### src/hdl/cdmf_pkg.sv
package cdmf_pkg;

    // fixed geometry and field widths
    localparam int KERNEL_SIZE = 3;
    localparam int TAPS        = KERNEL_SIZE * KERNEL_SIZE;
    localparam int PIX_W       = 16;
    localparam int COEF_W      = 16;
    localparam int PROD_W      = PIX_W + COEF_W;
    localparam int PART_W      = PROD_W + 2;
    localparam int SUM_W       = 40;
    localparam int CIDX_W      = 7;
    localparam int FIDX_W      = 3;
    localparam int OPOS_W      = 6;
    localparam int SIZE_W      = 7;
    localparam int CFG_IDX_W   = 1;
    localparam int MIN_SIZE    = 3;

    // defaults for the top level parameters
    localparam int NUM_FILTERS_DEF = 8;
    localparam int MAX_COLS_DEF    = 64;
    localparam int MAX_ROWS_DEF    = 64;

    localparam logic [SIZE_W-1:0] ROWS_RESET = 7'd28;
    localparam logic [SIZE_W-1:0] COLS_RESET = 7'd28;

    // register indexes
    localparam logic [CFG_IDX_W-1:0] REG_IMAGE_ROWS = 1'b0;
    localparam logic [CFG_IDX_W-1:0] REG_IMAGE_COLS = 1'b1;

    // input word modes
    localparam logic MODE_LOAD  = 1'b0;
    localparam logic MODE_PIXEL = 1'b1;

    typedef struct packed {
        logic                     mode;
        logic [CIDX_W-1:0]        coef_index;
        logic signed [COEF_W-1:0] coef_value;
        logic signed [PIX_W-1:0]  pixel;
    } in_word_t;

    typedef struct packed {
        logic [FIDX_W-1:0]       filter_index;
        logic [OPOS_W-1:0]       out_row;
        logic [OPOS_W-1:0]       out_col;
        logic signed [SUM_W-1:0] conv_sum;
        logic                    last;
    } out_word_t;

    typedef struct packed {
        logic coef_wr;
        logic pix_start;
        logic line_upd;
        logic issue;
    } ctrl_cmd_t;

    typedef struct packed {
        logic win_done;
        logic issue_last;
        logic pipe_busy;
        logic advance;
    } dp_stat_t;

endpackage

### src/hdl/cdmf_ctrl.sv
module cdmf_ctrl (
    input  logic                 aclk,
    input  logic                 aresetn,
    input  logic                 s_valid,
    input  logic                 s_mode,
    output logic                 s_ready,
    input  cdmf_pkg::dp_stat_t   stat,
    output cdmf_pkg::ctrl_cmd_t  cmd
);
    import cdmf_pkg::*;

    typedef enum logic [2:0] {
        ST_IDLE  = 3'b001,
        ST_LINE  = 3'b010,
        ST_ISSUE = 3'b100
    } state_t;

    state_t state_reg, state_next;
    logic   accept;

    assign s_ready = (state_reg == ST_IDLE) && !stat.pipe_busy;
    assign accept  = s_valid && s_ready;

    assign cmd.coef_wr   = accept && (s_mode == MODE_LOAD);
    assign cmd.pix_start = accept && (s_mode == MODE_PIXEL);
    assign cmd.line_upd  = (state_reg == ST_LINE);
    assign cmd.issue     = (state_reg == ST_ISSUE);

    always_comb begin
        state_next = state_reg;
        case (state_reg)
            ST_IDLE: begin
                if (cmd.pix_start) state_next = ST_LINE;
            end
            ST_LINE: begin
                state_next = stat.win_done ? ST_ISSUE : ST_IDLE;
            end
            ST_ISSUE: begin
                if (stat.advance && stat.issue_last) state_next = ST_IDLE;
            end
            default: state_next = ST_IDLE;
        endcase
    end

    always_ff @(posedge aclk) begin
        if (!aresetn) state_reg <= ST_IDLE;
        else          state_reg <= state_next;
    end

    a_issue_after_line: assert property (@(posedge aclk) disable iff (!aresetn)
        (state_reg == ST_ISSUE) |->
            ($past(state_reg) == ST_LINE) || ($past(state_reg) == ST_ISSUE))
        else $error("filter sweep entered without a line update");

endmodule

### config.mk
export PLATFORM = sky130hd
export DESIGN_NAME = cdmf_ctrl
export DESIGN_NICKNAME = d
export VERILOG_FILES = /design/src/hdl/cdmf_pkg.sv /design/src/hdl/cdmf_ctrl.sv
export SDC_FILE = /design/constraint.sdc
export NUM_CORES = 1
export LEC_CHECK = 0
export BUFFER_PORTS_ARGS = -buffer_cell sky130_fd_sc_hd__buf_2
export CAP_MARGIN = 20
export CELL_PAD_IN_SITES_DETAIL_PLACEMENT = 1
export CELL_PAD_IN_SITES_GLOBAL_PLACEMENT = 1
export CORE_AREA = 5 5 42 44
export CTS_CLUSTER_SIZE = 40
export DETAILED_ROUTE_END_ITERATION = 10
export DIE_AREA = 0 0 47 49
export PLACE_DENSITY = 0.41
export SYNTH_ARGS = -nofsm -noshare
export SYNTH_HDL_FRONTEND = slang
export SYNTH_SLANG_ARGS = --single-unit
### constraint.sdc
create_clock -name aclk -period 1.18 [get_ports aclk]
set_input_delay 0.118 -clock aclk [delete_from_list [all_inputs] [get_ports aclk]]
set_output_delay 0.118 -clock aclk [all_outputs]
set_load 0.1 [all_outputs]
==> results by group <==
Clocking
  – CTS tree: yes
  – H-tree levels: 1
  – Clk Latency, worst-skew pair: 230 ps
  – Num CTS Buffers: 3
  – Clk buf depth: 2
  – Worst-path clk slew: 40 ps
  – Cts hold-fix bufs: 0
  – Clk root buf: clkbuf_4
  – CTS sink cnt: 3

Synthesis
  – Avg Cell Area, Syn: 10.1 um2
  – EDFF count, synth: 0
  – Synth area leaders: dfxtp_1, nor4b_4, nor3b_1
  – Synth Net Count: 24
  – Synth cell count leaders: dfxtp_1, a21oi_1, nor2_1, nor3b_1
  – #FFs+latches synth: 3
  – Ys async rst share: 0
  – Distinct cells, synth: 11
  – Count leader, synth: dfxtp_1
  – Post-synthesis sequential area ratio: 0.372
  – Post-synth top area cell: dfxtp_1
  – Post-synth top area share: 0.372
  – Post-Syn Instances: 16
  – Prevailing post-synth register cell: dfxtp_1
  – Syn Std Cell Area: 161 um2
  – Warnings, synthesis: 0

STA
  – Min Clock Period, post-route: 1430 ps
  – Slew margin rel.: 0.815
  – Setup TNS Final: -1050 ps
  – Final Skew: 0.518 ps
  – Max Clk Rate: 698 MHz
  – RSZ-0062 raised after global routing: yes
  – Setup WS post-layout: -253 ps
  – Hold_ws: 96.5 ps
  – Final period utilization: 1.21
  – Slew @ Worst Pin: 277 ps
  – Endpoints failing hold: 0
  – Final setup violating endpoints: 7
  – Max-slew violations: 0

Worst setup path
  – Crit path depth: 3
  – Family with the most delay on the worst path: simple AND/OR/NAND/NOR gates
  – Critical-path cell list: nor4b_4, and3_4, buf_12
  – CP Capture Type: primary output
  – CP max stage cell: dfxtp_2
  – Worst path bufs/invs: 1
  – Critical Path RT: 1060 ps
  – Reg2reg end: state_reg[1]
  – Crit start category: flop
  – Critical path class: flop to primary output
  – Reg-to-Reg Start: state_reg[1]
  – Reg2Reg Depth: 5
  – CP max stage delay: 320 ps
  – Crit Path Max Fanout: 3
  – Critical Path AT: 1310 ps
  – Crit. Startpoint: state_reg[1]
  – Crit path capture: cmd[2]
  – Reg-to-reg slack, setup: -70 ps

Drt
  – Drt total wl: 623 um
  – Post-DRT Antenna Nets: 0
  – Vias: 215
  – Post-route DRC violation count: 0
  – Average wire per standard cell: 11.1 um
  – Via/cell ratio: 3.84
  – First drt pass iteration count: 2
  – DRT iter0 DRCs: 1

Placement
  – Port bufs: 12
  – Routability Congestion: 0.731
  – Worst slack at placement: -14.5 ps
  – Post-DP HPWL: 459 um
  – Dpl cells: 48

Global route
  – Vias in the first global route: 238
  – Largest net degree at the start of global routing: 5
  – Gr usage total: 0.0632
  – Global-route wire length before repair: 959 um
  – Initial antenna violation count: 0
  – Grt ovf: 0

Outcome
  – Status: finished with violations
  – Failing checks: negative setup slack

Floorplan
  – # IOs: 13
  – Initial core utilization: 0.115
  – DIE AREA: 0.00230 mm2
  – Core ar.: 0.00140 mm2
  – Die Height: 49 um
  – DIE WIDTH: 47 um
  – Row count: 14

Finish
  – Max reg flops: 3
  – Ant. Diodes: 0
  – Area Overhead vs Synth: 181%
  – Fraction of layout cells with a size suffix above 1: 0.775
  – Non-Filler Instances: 56
  – Fin nets: 49

Power and ir drop
  – Pwr/cell area: 878 mW/mm2
  – Pleak: 0.196 nW
  – Worst vdd ir: 0.457 mV

Run
  – Max-cap violations: 0

Min path
  – Hold crit path type: input pin to flop
## worst reg2reg max path: stages, from the launching register on
cell     delay [ps]
dfxtp_2         320
nor4b_4         320
and3_4          270
buf_6           100
buf_6            80
and2_1          110
## how the worst min path moves through the flow
stage                  from  cells past startpoint            to
floorplan           aresetn                      1  state_reg[0]
global placement    aresetn                      2  state_reg[0]
detailed placement  aresetn                      2  state_reg[0]
CTS                 aresetn                      2  state_reg[0]
global route        aresetn                      2  state_reg[0]
finish              aresetn                      2  state_reg[0]
## metal layers
metal / track usage / share of wire / routed length, um / vias to the layer above
met5: 0 / 0 / 0 / -
met4: 0.0691 / 0.011 / 7 / 0
met3: 0.0332 / 0.14 / 89 / 2
met2: 0.0905 / 0.48 / 302 / 13
met1: 0.0568 / 0.36 / 223 / 94
li1: - / - / - / 106
## layout make-up
cell class	instances	area, um2
well taps	16	20.0
multi-input cells	13	135
clock buffers	4	26.3
flip-flops and latches	3	62.6
repair buffers	20	210
fillers	166	947
## through the flow
step,utilization,instance area (um2),power [mW]
after global routing,0.324,454,0.424
after global placement,0.261,365,0.214
final,0.324,454,0.399
after CTS,0.313,439,0.404
after floorplan,-,180,0.165
after detailed placement,0.261,365,0.215
## report_power, final
part	internal [mW]	total, mW	switching (mW)
Clock	0.126	0.174	0.0475
Combinational	0.0534	0.119	0.0656
Sequential	0.104	0.106	0.00158
## repair_timing
action | in CTS | in global routing
buffers inserted | 3 | 2
endpoints found under the setup margin | 5 | 8
gates resized for setup | 6 | 2
pin swaps | 3 | 3
## cell usage in the layout (no fill, tap or decap), types with 2 or more instances in the layout
cell,netlist,routed
dfxtp_2,0,2
buf_12,0,5
buf_2,0,7
clkbuf_4,0,3
buf_4,0,4
buf_6,0,4
nor3b_4,0,2
## logic make-up (layout without fill, tap and decap cells)
logic type      after synthesis  in the layout  synth area share
compound gates                3              3             0.116
simple gates                 10             10             0.512
buf+inv                       0             24                 0
flops                         3              3             0.372
(Power assumes the default switching activity.)
